### src/hw/rtl/size_class_chunk_allocator_macros.svh
// Assertion macros for the size class chunk allocator.
// Users must have clk and rst in scope; no other dependencies.
`ifndef SIZE_CLASS_CHUNK_ALLOCATOR_MACROS_SVH
`define SIZE_CLASS_CHUNK_ALLOCATOR_MACROS_SVH

// Same-cycle implication, off during reset
`define SCCA_ASSERT_IMP(name, ante, cons) \
  name: assert property (@(posedge clk) disable iff (rst) (ante) |-> (cons)) \
    else $error("scca: same-cycle check failed");

// Next-cycle implication, off during reset
`define SCCA_ASSERT_NXT(name, ante, cons) \
  name: assert property (@(posedge clk) disable iff (rst) (ante) |=> (cons)) \
    else $error("scca: next-cycle check failed");

`endif

### src/hw/rtl/scca_pkg.sv
// Package for the size class chunk allocator: field widths, opcodes,
// status codes and the token that travels down the cell chain. No dependencies.
`default_nettype none

package scca_pkg;

  // Defaults for the top level parameters
  localparam int unsigned CHUNK_COUNT_DEF   = 16;
  localparam int unsigned GRANULE_BYTES_DEF = 8;

  // Beat field widths
  localparam int unsigned OP_W          = 2;
  localparam int unsigned BYTES_W       = 10;
  localparam int unsigned OFFSET_W      = 11;
  localparam int unsigned STATUS_W      = 2;
  localparam int unsigned USED_BYTES_W  = 11;
  localparam int unsigned USED_CHUNKS_W = 5;

  // Opcodes (opcode 3 behaves as a query)
  localparam logic [OP_W-1:0] OP_ALLOC = 2'd0;
  localparam logic [OP_W-1:0] OP_FREE  = 2'd1;
  localparam logic [OP_W-1:0] OP_QUERY = 2'd2;

  // Result status codes
  localparam logic [STATUS_W-1:0] STATUS_OK      = 2'd0;
  localparam logic [STATUS_W-1:0] STATUS_NOSPACE = 2'd1;
  localparam logic [STATUS_W-1:0] STATUS_ZERO    = 2'd2;

  // Work token handed from cell to cell
  typedef struct packed {
    logic                     valid;
    logic                     alloc;    // allocate with nonzero size
    logic                     free;
    logic                     zero;     // zero-size allocate
    logic                     granted;
    logic [BYTES_W-1:0]       nbytes;
    logic [OFFSET_W-1:0]      foff;
    logic [OFFSET_W-1:0]      offset;   // granted chunk offset, 0 if none
    logic [USED_BYTES_W-1:0]  ubytes;   // running sum of in-use sizes
    logic [USED_CHUNKS_W-1:0] uchunks;  // running count of in-use chunks
  } token_t;

endpackage

`default_nettype wire

### src/hw/rtl/scca_ifs.sv
// Request and response channel interfaces of the chunk allocator.
// Depends on scca_pkg for field widths.
`default_nettype none

interface scca_req_if;
  logic                           valid;
  logic                           ready;
  logic [scca_pkg::OP_W-1:0]      opcode;
  logic [scca_pkg::BYTES_W-1:0]   request_bytes;
  logic [scca_pkg::OFFSET_W-1:0]  free_offset;

  modport source (output valid, output opcode, output request_bytes, output free_offset,
                  input ready);
  modport sink   (input valid, input opcode, input request_bytes, input free_offset,
                  output ready);
endinterface

interface scca_rsp_if;
  logic                               valid;
  logic                               ready;
  logic [scca_pkg::STATUS_W-1:0]      status;
  logic [scca_pkg::OFFSET_W-1:0]      chunk_offset;
  logic [scca_pkg::USED_BYTES_W-1:0]  used_bytes;
  logic [scca_pkg::USED_CHUNKS_W-1:0] used_chunks;

  modport source (output valid, output status, output chunk_offset, output used_bytes,
                  output used_chunks, input ready);
  modport sink   (input valid, input status, input chunk_offset, input used_bytes,
                  input used_chunks, output ready);
endinterface

`default_nettype wire

### src/hw/rtl/size_class_chunk_allocator.sv
// Size class chunk allocator: a chain of chunk cells plus the result register.
// Depends on scca_pkg, scca_ifs, scca_cell and the assertion macro header.
//
//   Channel  Dir  Handshake     Beat contents
//   req      in   valid/ready   opcode, request_bytes, free_offset
//   rsp      out  valid/ready   status, chunk_offset, used_bytes, used_chunks
//
// A request beat walks the chain one cell per cycle while the chain is not frozen,
// then lands in the result register. One beat is in the chain at a time; the next
// request is taken as soon as the result is registered, even while rsp waits.
// A stalled rsp freezes the chain once the beat reaches the last cell. Reset (rst,
// synchronous) frees every chunk.
`default_nettype none

`include "size_class_chunk_allocator_macros.svh"

module size_class_chunk_allocator #(
  parameter int unsigned CHUNK_COUNT   = scca_pkg::CHUNK_COUNT_DEF,
  parameter int unsigned GRANULE_BYTES = scca_pkg::GRANULE_BYTES_DEF
) (
  input  wire logic   clk,
  input  wire logic   rst,
  scca_req_if.sink    req,
  scca_rsp_if.source  rsp
);

  typedef enum logic [1:0] {
    ST_IDLE = 2'b01,
    ST_SCAN = 2'b10
  } state_t;

  state_t                 state;
  state_t                 state_next;
  logic                   accept;
  logic                   adv;
  logic                   load;
  scca_pkg::token_t       entry;
  scca_pkg::token_t       tok [CHUNK_COUNT];
  logic [CHUNK_COUNT-1:0] tok_valid;
  scca_pkg::token_t       last;

  assign req.ready = (state == ST_IDLE);
  assign accept    = req.valid && req.ready;

  // Decode the request beat into a fresh token
  always_comb begin
    entry         = '0;
    entry.valid   = accept;
    entry.zero    = (req.opcode == scca_pkg::OP_ALLOC) && (req.request_bytes == '0);
    entry.alloc   = (req.opcode == scca_pkg::OP_ALLOC) && (req.request_bytes != '0);
    entry.free    = (req.opcode == scca_pkg::OP_FREE);
    entry.nbytes  = req.request_bytes;
    entry.foff    = req.free_offset;
  end

  // Cell chain
  for (genvar i = 0; i < CHUNK_COUNT; i++) begin : g_cell
    scca_pkg::token_t cin;
    if (i == 0) begin : g_head
      assign cin = entry;
    end else begin : g_link
      assign cin = tok[i-1];
    end
    scca_cell #(
      .INDEX         (i),
      .GRANULE_BYTES (GRANULE_BYTES)
    ) u_cell (
      .clk     (clk),
      .rst     (rst),
      .adv     (adv),
      .tok_in  (cin),
      .tok_out (tok[i])
    );
    assign tok_valid[i] = tok[i].valid;
  end

  assign last = tok[CHUNK_COUNT-1];
  assign load = last.valid && (!rsp.valid || rsp.ready);
  assign adv  = !(last.valid && rsp.valid && !rsp.ready);

  // Result register
  always_ff @(posedge clk) begin
    if (rst) begin
      rsp.valid <= 1'b0;
    end else if (load) begin
      rsp.valid <= 1'b1;
    end else if (rsp.ready) begin
      rsp.valid <= 1'b0;
    end
  end

  always_ff @(posedge clk) begin
    if (load) begin
      if (last.zero) begin
        rsp.status <= scca_pkg::STATUS_ZERO;
      end else if (last.alloc && !last.granted) begin
        rsp.status <= scca_pkg::STATUS_NOSPACE;
      end else begin
        rsp.status <= scca_pkg::STATUS_OK;
      end
      rsp.chunk_offset <= last.offset;
      rsp.used_bytes   <= last.ubytes;
      rsp.used_chunks  <= last.uchunks;
    end
  end

  // Busy tracking
  always_comb begin
    state_next = state;
    unique case (state)
      ST_IDLE: begin
        if (accept) state_next = ST_SCAN;
      end
      ST_SCAN: begin
        if (load) state_next = ST_IDLE;
      end
      default: state_next = ST_IDLE;
    endcase
  end

  always_ff @(posedge clk) begin
    if (rst) begin
      state <= ST_IDLE;
    end else begin
      state <= state_next;
    end
  end

  // Checks
  `SCCA_ASSERT_IMP(a_single_token, 1'b1, $onehot0(tok_valid))
  `SCCA_ASSERT_IMP(a_idle_chain_empty, state == ST_IDLE, tok_valid == '0)
  `SCCA_ASSERT_NXT(a_accept_enters_chain, accept, tok_valid[0])
  `SCCA_ASSERT_IMP(a_no_grant_offset_zero, rsp.valid && (rsp.status == scca_pkg::STATUS_ZERO || rsp.status == scca_pkg::STATUS_NOSPACE), rsp.chunk_offset == '0)

endmodule

`default_nettype wire

### src/hw/rtl/scca_cell.sv
// One chunk of the pool: its in-use bit and the token register to the next cell.
// Depends on scca_pkg.
`default_nettype none

module scca_cell #(
  parameter int unsigned INDEX         = 0,
  parameter int unsigned GRANULE_BYTES = scca_pkg::GRANULE_BYTES_DEF
) (
  input  wire logic              clk,
  input  wire logic              rst,
  input  wire logic              adv,
  input  wire scca_pkg::token_t  tok_in,
  output scca_pkg::token_t       tok_out
);

  localparam int unsigned SIZE  = GRANULE_BYTES * (INDEX + 1);
  localparam int unsigned START = GRANULE_BYTES * INDEX * (INDEX + 1) / 2;
  // A start beyond the offset field can never match a free request
  localparam bit          START_REACHABLE = (START < (2 ** scca_pkg::OFFSET_W));
  localparam logic [scca_pkg::OFFSET_W-1:0]     START_LOW = START[scca_pkg::OFFSET_W-1:0];
  localparam logic [scca_pkg::USED_BYTES_W-1:0] SIZE_LOW  = SIZE[scca_pkg::USED_BYTES_W-1:0];

  logic             in_use;
  logic             in_use_next;
  logic             fits;
  logic             hit_alloc;
  logic             hit_free;
  scca_pkg::token_t tok_next;

  // Grant or release this chunk, then add it to the running usage
  always_comb begin
    fits        = (32'(tok_in.nbytes) <= SIZE);
    hit_alloc   = tok_in.valid && tok_in.alloc && !tok_in.granted && !in_use && fits;
    hit_free    = tok_in.valid && tok_in.free && START_REACHABLE &&
                  (tok_in.foff == START_LOW);
    in_use_next = in_use;
    if (hit_alloc) begin
      in_use_next = 1'b1;
    end else if (hit_free) begin
      in_use_next = 1'b0;
    end
    tok_next = tok_in;
    if (hit_alloc) begin
      tok_next.granted = 1'b1;
      tok_next.offset  = START_LOW;
    end
    if (in_use_next) begin
      tok_next.ubytes  = tok_in.ubytes + SIZE_LOW;
      tok_next.uchunks = tok_in.uchunks + scca_pkg::USED_CHUNKS_W'(1);
    end
  end

  // State bit and hand-off register; both hold while the chain is stalled
  always_ff @(posedge clk) begin
    if (rst) begin
      in_use  <= 1'b0;
      tok_out <= '0;
    end else if (adv) begin
      in_use  <= in_use_next;
      tok_out <= tok_next;
    end
  end

endmodule

`default_nettype wire

### src/flat_wrapper.sv
// flat-port wrapper written by rule: the top's interface ports become plain ports
module size_class_chunk_allocator_flat 
#(
  parameter int unsigned CHUNK_COUNT   = scca_pkg::CHUNK_COUNT_DEF,
  parameter int unsigned GRANULE_BYTES = scca_pkg::GRANULE_BYTES_DEF
)
  (clk, rst, req_valid, req_opcode, req_request_bytes, req_free_offset, req_ready, rsp_valid, rsp_status, rsp_chunk_offset, rsp_used_bytes, rsp_used_chunks, rsp_ready);
  scca_req_if req_i ();
  scca_rsp_if rsp_i ();
  input  wire logic clk;
  input  wire logic rst;
  input wire logic [$bits(req_i.valid)-1:0] req_valid;
  input wire logic [$bits(req_i.opcode)-1:0] req_opcode;
  input wire logic [$bits(req_i.request_bytes)-1:0] req_request_bytes;
  input wire logic [$bits(req_i.free_offset)-1:0] req_free_offset;
  output wire logic [$bits(req_i.ready)-1:0] req_ready;
  output wire logic [$bits(rsp_i.valid)-1:0] rsp_valid;
  output wire logic [$bits(rsp_i.status)-1:0] rsp_status;
  output wire logic [$bits(rsp_i.chunk_offset)-1:0] rsp_chunk_offset;
  output wire logic [$bits(rsp_i.used_bytes)-1:0] rsp_used_bytes;
  output wire logic [$bits(rsp_i.used_chunks)-1:0] rsp_used_chunks;
  input wire logic [$bits(rsp_i.ready)-1:0] rsp_ready;
  assign req_i.valid = req_valid;
  assign req_i.opcode = req_opcode;
  assign req_i.request_bytes = req_request_bytes;
  assign req_i.free_offset = req_free_offset;
  assign req_ready = req_i.ready;
  assign rsp_valid = rsp_i.valid;
  assign rsp_status = rsp_i.status;
  assign rsp_chunk_offset = rsp_i.chunk_offset;
  assign rsp_used_bytes = rsp_i.used_bytes;
  assign rsp_used_chunks = rsp_i.used_chunks;
  assign rsp_i.ready = rsp_ready;
  size_class_chunk_allocator #(.CHUNK_COUNT(CHUNK_COUNT), .GRANULE_BYTES(GRANULE_BYTES)) u_core (.clk(clk), .rst(rst), .req(req_i), .rsp(rsp_i));
endmodule
### config.mk
export PLATFORM = sky130hd
export DESIGN_NAME = size_class_chunk_allocator_flat
export DESIGN_NICKNAME = d
export VERILOG_FILES = /design/src/hw/rtl/scca_pkg.sv /design/src/hw/rtl/scca_ifs.sv /design/src/hw/rtl/size_class_chunk_allocator.sv /design/src/hw/rtl/scca_cell.sv /design/src/flat_wrapper.sv
export VERILOG_INCLUDE_DIRS = /design/src /design/src/hw/rtl
export SDC_FILE = /design/constraint.sdc
export NUM_CORES = 1
export LEC_CHECK = 0
export ABC_CLOCK_PERIOD_IN_PS = 3600
export BUFFER_PORTS_ARGS = -buffer_cell sky130_fd_sc_hd__buf_2
export CELL_PAD_IN_SITES_DETAIL_PLACEMENT = 0
export CELL_PAD_IN_SITES_GLOBAL_PLACEMENT = 1
export CORE_ASPECT_RATIO = 0.7
export CORE_UTILIZATION = 47
export DETAILED_ROUTE_END_ITERATION = 10
export GPL_ROUTABILITY_DRIVEN = 0
export HOLD_SLACK_MARGIN = 0.06
export PLACE_DENSITY_LB_ADDON = 0.1
export SLEW_MARGIN = 20
export SYNTH_ARGS = -nofsm -noshare
export SYNTH_HDL_FRONTEND = slang
export SYNTH_SLANG_ARGS = --single-unit
### constraint.sdc
create_clock -name clk -period 3.6 [get_ports clk]
set_input_delay 0.36 -clock clk [delete_from_list [all_inputs] [get_ports clk]]
set_output_delay 0.36 -clock clk [all_outputs]
set_load 0.03 [all_outputs]
# Yosys cells after proc, flatten, opt, wreduce, memory -nomap -nowiden
# Index checks and enable logic that the tools add are counted.
dict set report totals {
  out_inout_bits 31
  ff_bits 863
}
dict set report op_classes {
  n_eq_ne 20
  mux 85
  add_sub_neg 30
  order_cmp 16
  n_reduce_logical 143
}
# cell n
set op_table {}
lappend op_table {{$mux 16} 15}
lappend op_table {{$mux 11} 14}
lappend op_table {{$logic_and 1x1->1} 102}
lappend op_table {{$add 11x7->11 const B} 8}
lappend op_table {{$le 10x7->1 const B} 8}
lappend op_table {{$add 5x1->5 const B} 15}
lappend op_table {{$eq 11x10->1 const B} 5}
lappend op_table {{$mux 1} 51}
lappend op_table {{$add 11x6->11 const B} 4}
lappend op_table {{$le 10x6->1 const B} 4}
lappend op_table {{$logic_not 1->1} 34}
lappend op_table {{$eq 11x9->1 const B} 3}
lappend op_table {{$add 11x5->11 const B} 2}
lappend op_table {{$eq 11x7->1 const B} 2}
lappend op_table {{$eq 11x8->1 const B} 2}
lappend op_table {{$le 10x5->1 const B} 2}
lappend op_table {{$add 11x8->11 const B} 1}
lappend op_table {{$eq 11x4->1 const B} 1}
lappend op_table {{$eq 11x5->1 const B} 1}
lappend op_table {{$eq 11x6->1 const B} 1}
lappend op_table {{$logic_not 11->1} 1}
lappend op_table {{$le 10x4->1 const B} 1}
lappend op_table {{$le 10x8->1 const B} 1}
lappend op_table {{$logic_not 10->1} 1}
lappend op_table {{13 further kinds} 15}

# Depth between registers and ports, before layout
# Gate-level depths: netlist of the first run.
dict set report depth {
  ltp_word 7
  depth_mapped 7
  mapped_depth_nobuf 7
}

# Hierarchy
# From an unflattened synthesis of the first run, not the netlist that was laid out.
dict set report hier_totals {
  cells_unflattened 4087
  hier_area_um2 38578.2
}
# mod instances cells_each area_per_inst_um2 seq_area_each_um2
set by_module_without_submodules {}
lappend by_module_without_submodules {{scca_cell at u_core.g_cell[6].u_cell} 1 268 2463.6 1081.0}
lappend by_module_without_submodules {{scca_cell at u_core.g_cell[4].u_cell} 1 277 2436.1 1081.0}
lappend by_module_without_submodules {{scca_cell at u_core.g_cell[14].u_cell} 1 262 2407.3 1081.0}
lappend by_module_without_submodules {{scca_cell at u_core.g_cell[12].u_cell} 1 269 2402.3 1081.0}
lappend by_module_without_submodules {{scca_cell at u_core.g_cell[2].u_cell} 1 256 2396.0 1081.0}
lappend by_module_without_submodules {{scca_cell at u_core.g_cell[5].u_cell} 1 263 2371.0 1081.0}
lappend by_module_without_submodules {{scca_cell at u_core.g_cell[13].u_cell} 1 258 2366.0 1081.0}
lappend by_module_without_submodules {{scca_cell at u_core.g_cell[10].u_cell} 1 252 2362.3 1081.0}
lappend by_module_without_submodules {{scca_cell at u_core.g_cell[0].u_cell} 1 246 2338.5 1081.0}
lappend by_module_without_submodules {{scca_cell at u_core.g_cell[8].u_cell} 1 249 2331.0 1081.0}
lappend by_module_without_submodules {{scca_cell at u_core.g_cell[9].u_cell} 1 248 2308.5 1081.0}
lappend by_module_without_submodules {{scca_cell at u_core.g_cell[3].u_cell} 1 243 2298.5 1081.0}
lappend by_module_without_submodules {{scca_cell at u_core.g_cell[1].u_cell} 1 237 2277.2 1081.0}
lappend by_module_without_submodules {{scca_cell at u_core.g_cell[11].u_cell} 1 242 2265.9 1081.0}
lappend by_module_without_submodules {{+3 rows} -- -- -- --}

# Worst setup path after synthesis of the first run
# OpenSTA, ideal clock, no wires.
dict set report synth_timing {
  path_kind {flip-flop to flip-flop}
  from {register u_core.rsp.valid}
  to {register u_core.state[0]}
  arrival_ns 2.570
  stages_incl_launch_ff 5
  synth_period_minus_slack_ns 2.627
  required_ns 3.543
  slack_ns 0.973
  path_buffers 0
  cell_sequence {dfxtp_1 a21boi_0 nor2_1 a22oi_1 or2_2}
}
dict set report synth_via {
  elab_chain_cells 5
}
# item line
set synth_rtl {}
lappend synth_rtl {{from (decl)} scca_ifs.sv:26} ;# modport source (output valid, output status, output chunk_offset, output used_bytes,
lappend synth_rtl {{from (signal assigned)} size_class_chunk_allocator.sv:84} ;# rsp.valid <= 1'b0;
lappend synth_rtl {{from (signal assigned)} size_class_chunk_allocator.sv:86} ;# rsp.valid <= 1'b1;
lappend synth_rtl {{from (signal assigned)} size_class_chunk_allocator.sv:88} ;# rsp.valid <= 1'b0;
lappend synth_rtl {{$logic_not 1->1} size_class_chunk_allocator.sv:78} ;# assign load = last.valid && (!rsp.valid || rsp.ready);
lappend synth_rtl {{$logic_or 1x1->1} size_class_chunk_allocator.sv:78}
lappend synth_rtl {{$logic_and 1x1->1} size_class_chunk_allocator.sv:78}
lappend synth_rtl {{named net u_core.load} size_class_chunk_allocator.sv:36} ;# logic load;
lappend synth_rtl {{$ne 2x1->1 (no line)} --}
lappend synth_rtl {{$reduce_and 2->1 (no line)} --}
lappend synth_rtl {{to (signal assigned)} size_class_chunk_allocator.sv:125} ;# state <= state_next;
lappend synth_rtl {{to (decl)} size_class_chunk_allocator.sv:32} ;# state_t state;
# The timed path passes the listed nets, and every way through them passes these cells.
# A chain may end at the register's enable or synchronous reset.

# Final worst setup path of the first run
dict set report layout_timing {
  from {register u_core.g_cell[11].u_cell.tok_out[50] (netlist bit)}
  to {register u_core.g_cell[12].u_cell.tok_out[12] (netlist bit)}
}
dict set report layout_via {
  elab_chain_cells 5
}
# item line
set layout_rtl {}
lappend layout_rtl {{from (decl)} scca_cell.sv:13} ;# output scca_pkg::token_t tok_out
lappend layout_rtl {{from (signal assigned)} scca_cell.sv:60} ;# tok_out <= tok_next;
lappend layout_rtl {{$logic_and 1x1->1 (2 in a row)} scca_cell.sv:34} ;# hit_free = tok_in.valid && tok_in.free && START_REACHABLE &&
lappend layout_rtl {{$mux 1} scca_cell.sv:39} ;# end else if (hit_free) begin
lappend layout_rtl {{$mux 1} scca_cell.sv:37} ;# if (hit_alloc) begin
lappend layout_rtl {{$mux 16} scca_cell.sv:47} ;# if (in_use_next) begin
lappend layout_rtl {{to (signal assigned)} scca_cell.sv:60}
lappend layout_rtl {{to (decl)} scca_cell.sv:13}
# No other way between the ends.

==> results.ini, run 1 <==
[floorplan]
coreArea_um2=57000
rows=73
die_h_um=203
pin_count=58
start_util=0.478
die-area_um2=59000
die_x_um=290

[synthesis]
synthFlopType=dfxtp_1
synth_cell_type_count=86
synth_edf_count=22
synthArstFlopShare=0
syn_area_um2=27200
yosysWarnings=0
syn_area_per_cell_um2=8.20
synth_cells=3324
seq_area_frac_synth=0.507
synth_seq_cells=679

[grt]
grt-ovfl-total=0
grt_max_degree=169
grt_pass1_wl_um=115000
first_global_vias=21700
grt_usage=0.242
antenna_found_initial=2

[setup_path]
r2r_start=u_core.g_cell[11].u_cell.tok_out[50]
end_kind=register
max_stage_delay_ns=0.89
crit_path_start_kind=register
cp_cell_sequence=nor4bb_1 > a41oi_1 > nor2_1 > nor4_1 > a311o_1
crit_start=u_core.g_cell[11].u_cell.tok_out[50]
crit_fanout=11
cp_data_required_time_ns=4.07
cp.arrival_ns=3.03
path_class=register to register
crit_slowest_cell=nor2_1

[clocking]
clk_latency_ns=0.60
clkSinkCount=679
htree_levels=3
post-cts-setup-buffer-count=0
clockRootBuffer=clkbuf_16
cts_inserted_buffers=68
clk_path_buf_depth=3
path_clk_slew_ns=0.06
cts_tree=yes

[placed_design]
io_buffers=50
place_area_um2=28000
hpwl_um=45800

[timing]
timing.setup.tns_ns=0
worst_slew_pin_slew_ns=1.02
finalCriticalPeriod_ns=2.55
skew_ns=0.0172
period_share=0.710
rsz0062_at_grt=false
timing.fmax_mhz=391
setup_viol=0
slew_violations=0
max_slew_margin=0.320
hold_violations=0

[final_layout]
nNetsFinal=3338
seq_area_um2=13800
antenna_cells=0
drive_gt1_frac=0.0687
fillers=5332
fin_area_um2=30600
syn_to_final_growth_pct=12.3
multiInputGateArea_um2=12400

[status]
status=complete, no violations

[worst_hold_path]
worstHoldStart=req_opcode[0]
min_path_type=input pin to register

[route]
drc_errors=0
drt_iter0_drc=1783
viasPerCell=5.61
vias=22900
firstDrtPassIters=5
ant_nets=0
wl_per_cell_um=17.4
wl_um=71000

[flow_run]
drv_cap=0

[pwr]
ir_drop_uv=318
power.total_mw=15.3
powerDensity_nw_per_um2=500
p_leak_nw=10.5

==> critical path: cells and delay by family (launching register included) <==
kind | cells | cell delay, ns
AND/OR/NAND/NOR | 3 | 1.31
AO/OA/AOI/OAI | 2 | 0.78
flip-flops | 1 | 0.35
==> cell usage in the layout, fill, tap and decap left out, types with 10 or more instances in the layout <==
master,instances
nand2_1,908
dfxtp_1,657
a21oi_1,530
o21ai_0,178
nor2_1,137
nor3_1,76
clkbuf_16,74
mux2i_1,52
buf_2,49
buf_4,37
xnor2_1,32
a211oi_1,32
inv_1,30
nand3_1,30
nand4_1,29
xor2_1,28
ha_1,28
nor4_1,23
o211ai_1,23
dlygate4sd3_1,23
edfxtp_1,22
nor3b_1,18
and3_1,18
clkbuf_1,16
nor4bb_1,15
or4_1,12
a31oi_1,12
a311oi_1,12
clkbuf_8,12
nor4b_1,11
o2111ai_1,11
buf_12,11
a2bb2oi_1,10
==> Yosys cell counts (all sizes together), types with 6 or more instances <==
cell,count,area (um2)
nor2b,9,56.3
buf,40,200
o41ai,6,97.6
xor2,28,245
and3,18,113
nor2,139,522
nor4,23,144
nand3,30,150
clkbuf,199,768
nand4b,6,52.6
a21boi,9,71.3
or2,6,37.5
mux2i,52,521
a21oi,530,2650
a311oi,13,131
dfxtp,657,13200
o2111ai,11,96.3
xnor2,32,280
o22ai,9,56.3
a2bb2oi,10,87.6
nand4,29,181
inv,30,113
a31oi,12,75.1
nor3,77,390
edfxtp,22,661
nand2,911,3420
a32oi,7,61.3
a211oi,33,253
or4,13,101
nor4bb,15,150
o21ai,180,901
o211ai,23,173
or3,8,50.1
nor4b,11,96.3
nor3b,18,135
ha,28,350
==> layout make-up <==
type / count / area share
Clock inverter: 17 / 0.00785
Inverter: 31 / 0.00384
Sequential cell: 679 / 0.451
Multi-Input combinational cell: 2381 / 0.405
Clock buffer: 102 / 0.0678
Timing Repair Buffer: 122 / 0.0332
Tap cell: 750 / 0.0307
==> report_power, final <==
| group | internal (mW) | switching, mW | total, mW |
|---|---|---|---|
| clock network | 4.42 | 2.94 | 7.35 |
| logic | 0.0919 | 0.221 | 0.313 |
| registers | 7.59 | 0.0366 | 7.63 |
| total | 12.1 | 3.19 | 15.3 |
==> sequential cells by signal, summed over array words and instances, names as in the netlist <==
| name | cells |
|---|---|
| u_core.g_cell.u_cell.in_use | 14 |
| u_core.g_cell.u_cell.tok_out | 640 |
| u_core.rsp.chunk_offset | 7 |
| u_core.rsp.status | 2 |
| u_core.rsp.used_bytes | 8 |
| u_core.rsp.used_chunks | 5 |
| u_core.rsp.valid | 1 |
| u_core.state | 2 |
==> layer usage <==
metal,wire length (um),GRT usage
met1,37900,0.384
met2,28300,0.332
met3,3840,0.0412
met4,997,0.0540
met5,0,0
==> cells by family (layout without fill, tap and decap cells) <==
logic type                 Yosys count  in the layout  synth area share
and+or+nand+nor                   1344           1344             0.216
AOI/OAI and AO/OA                  889            889             0.186
DFF                                679            679             0.507
buffers and inverters              270            272            0.0398
xor gates and xnor gates            60             60            0.0193
muxes                               53             53            0.0195
adders and majority gates           28             28            0.0129
other                                1              7          0.000138
==> through the flow <==
step	cells	setup slack (ns)	hold slack (ns)	util
2_1_floorplan	3330	0.973	0.403	-
3_3_place_gp	3939	1.17	0.413	0.492
3_5_place_dp	3939	1.09	0.411	0.492
4_1_cts	4081	1.08	0.111	0.537
5_1_grt	4082	0.897	0.168	0.537
6_report	4082	1.05	0.147	0.537
==> timing repair <==
action                    4_1_cts  5_1_grt
resized for setup               0        0
hold endpoints to repair       23        0
hold buffers                   23        0
==> final timing paths <==
check                                         end  slack (ns)  depth (start not counted)
max reg2reg  u_core.g_cell[12].u_cell.tok_out[12]        1.05                          5
min reg2reg            u_core.rsp.chunk_offset[9]        0.43                          0
max          u_core.g_cell[12].u_cell.tok_out[12]        1.05                          5
min           u_core.g_cell[0].u_cell.tok_out[51]        0.15                          4
(Power assumes the default switching activity.)
==> run 2: changes to the inputs <==
--- a/config.mk
+++ b/config.mk
@@ -6,7 +6,7 @@
 export SDC_FILE = /design/constraint.sdc
 export NUM_CORES = 1
 export LEC_CHECK = 0
-export ABC_CLOCK_PERIOD_IN_PS = 3600
+export ABC_CLOCK_PERIOD_IN_PS = 2500
 export BUFFER_PORTS_ARGS = -buffer_cell sky130_fd_sc_hd__buf_2
 export CELL_PAD_IN_SITES_DETAIL_PLACEMENT = 0
 export CELL_PAD_IN_SITES_GLOBAL_PLACEMENT = 1
==> constraint.sdc (replaced) <==
create_clock -name clk -period 2.5 [get_ports clk]
set_input_delay 0.25 -clock clk [delete_from_list [all_inputs] [get_ports clk]]
set_output_delay 0.25 -clock clk [all_outputs]
set_load 0.03 [all_outputs]
==> results.ini, run 2 (synthesis results as in run 1) <==
[clocking]
post-cts-setup-buffer-count=0  ; unchanged
clk_latency_ns=0.62  ; +0.02 ns
clockRootBuffer=clkbuf_16
htree_levels=3  ; unchanged
cts_inserted_buffers=68  ; unchanged
cts_tree=yes
clk_path_buf_depth=3  ; unchanged
clkSinkCount=679  ; unchanged
path_clk_slew_ns=0.06  ; about the same

[final_layout]
utilization=0.543  ; +0.00617
fillers=5361  ; +0.54%
final_cells=4129  ; +1.2%
drive_gt1_frac=0.0805  ; +0.0118
most-common-layout-cells=908 x nand2_1, 657 x dfxtp_1, 530 x a21oi_1, 178 x o21ai_0, 137 x nor2_1
regMostFlops=u_core.g_cell.u_cell.tok_out
seq_area_um2=13800  ; unchanged
final_common_cell=nand2_1
nNetsFinal=3380  ; +1.3%
largest_register_ffs=640  ; unchanged
syn_to_final_growth_pct=13.6
multiInputGateArea_um2=12400  ; about the same
reg.largest.list=u_core.g_cell.u_cell.tok_out (640), u_core.g_cell.u_cell.in_use (14), u_core.rsp.used_bytes (8)

[pwr]
powerDensity_nw_per_um2=709  ; +42%
p_leak_nw=10.7  ; +2.0%
ir_drop_uv=490  ; +54%
power.total_mw=22.0  ; +44%

[setup_path]
max_stage_delay_ns=0.55  ; -0.34 ns
crit_path_start_kind=register
cp.arrival_ns=2.90  ; -0.13 ns
cp_data_required_time_ns=3.02  ; -1.05 ns
r2r_start=u_core.g_cell[12].u_cell.tok_out[35]
reg2reg_to=u_core.g_cell[13].u_cell.tok_out[4]
path_class=register to register
cp_cell_sequence=or4b_1 > o41a_1 > or2_1 > mux2i_1 > a211oi_1
end_kind=register
reg2reg_depth=5  ; unchanged
crit_fanout=9  ; -2
ff2ff_setup_slack_ns=0.12  ; -0.92 ns
endpoint=u_core.g_cell[13].u_cell.tok_out[4]
crit_slowest_cell=o41a_1
crit_start=u_core.g_cell[12].u_cell.tok_out[35]

[placed_design]
hpwl_um=47600  ; +3.9%
io_buffers=50  ; unchanged
placed_cells=3978  ; +0.99%
pre_cts_ws_ns=0.137  ; -0.949 ns

[timing]
layout_setup_ws_ns=0.124  ; -0.922 ns
max_slew_margin=0.298  ; -0.0219
hold_violations=0  ; unchanged
timing.fmax_mhz=421  ; +7.5%
setup_viol=0  ; unchanged
slew_violations=0  ; unchanged
skew_ns=0.0262  ; +0.00898 ns
finalCriticalPeriod_ns=2.38  ; -0.178 ns
rsz0062_at_grt=false
timing.setup.tns_ns=0  ; unchanged
period_share=0.950  ; +0.241
worst_slew_pin_slew_ns=1.05  ; +0.0308 ns

[worst_hold_path]
min_path_type=register to register

[grt]
antenna_found_initial=0  ; -2
grt-ovfl-total=0  ; unchanged
grt_usage=0.247  ; +0.00553
first_global_vias=21800  ; +0.91%
grt_pass1_wl_um=117000  ; +1.6%
grt_max_degree=192  ; +14%

[route]
ant_nets=0  ; unchanged
viasPerCell=5.64  ; +0.39%
wl_um=72600  ; +2.3%
drc_errors=0  ; unchanged
wl_per_cell_um=17.6  ; +1.1%
drt_iter0_drc=1821  ; +2.1%
firstDrtPassIters=5  ; unchanged
vias=23300  ; +1.5%

[floorplan]
die_x_um=290  ; unchanged
rows=73  ; unchanged
die-area_um2=59000  ; unchanged
pin_count=58  ; unchanged
die_h_um=203  ; unchanged
start_util=0.478  ; unchanged
coreArea_um2=57000  ; unchanged

[flow_run]
drv_cap=0  ; unchanged

[status]
status=complete, no violations

run 2: through the flow:
| stage | cell area (um2) | hold slack (ns) |
|---|---|---|
| 3_5_place_dp | 28400 | 0.410 |
| 3_3_place_gp | 28400 | 0.410 |
| 5_1_grt | 31000 | 0.435 |
| 4_1_cts | 31000 | 0.422 |
| 2_1_floorplan | 27300 | 0.390 |
| 6_report | 31000 | 0.416 |
run 2: power breakdown:
group          internal [mW]  leakage (nW)  switching [mW]  total (mW)
Combinational          0.142          4.07           0.320       0.462
Clock                   6.13          1.13            4.39        10.5
Sequential              10.9          5.51          0.0533        11.0
Total                   17.2          10.7            4.76        22.0
run 2: worst min path at each step:
| stage | end | from | cells past startpoint |
|---|---|---|---|
| floorplan | u_core.g_cell[0].u_cell.tok_out[27] | req_free_offset[0] | 2 |
| global placement | u_core.rsp.used_bytes[8] | u_core.g_cell[15].u_cell.tok_out[13] | 0 |
| detailed placement | u_core.rsp.used_bytes[8] | u_core.g_cell[15].u_cell.tok_out[13] | 0 |
| CTS | u_core.g_cell[0].u_cell.tok_out[37] | req_free_offset[10] | 4 |
| global route | u_core.rsp.chunk_offset[4] | u_core.g_cell[15].u_cell.tok_out[20] | 0 |
| finish | u_core.rsp.chunk_offset[4] | u_core.g_cell[15].u_cell.tok_out[20] | 0 |
run 2: layer usage:
metal	vias to the layer above	global-route usage	wire, um
li1	11500	-	-
met5	-	0	0
met4	0	0.0606	1170
met1	11200	0.394	38500
met2	507	0.337	28700
met3	76	0.0411	4250
run 2: timing repair:
item | in CTS | in global routing
resized for setup | 0 | 2
hold buffers | 27 | 0
setup endpoints to repair | 0 | 1
endpoints found under the hold margin | 50 | 0
run 2: cell type report:
class,count,share of cell area
diodes,1,0.0000808
clock buffers,98,0.0635
clock inverters,25,0.00994
inverters,31,0.00380
multi-input cells,2381,0.401
flip-flops and latches,679,0.446
well taps,750,0.0303
repair buffers,164,0.0451
run 2: critical path: cells and delay by family, from the launching register on:
family,cells,cell delay [ns]
muxes,1,0.19
and+or+nand+nor,2,0.98
AOI/OAI and AO/OA,2,0.79
DFF,1,0.32
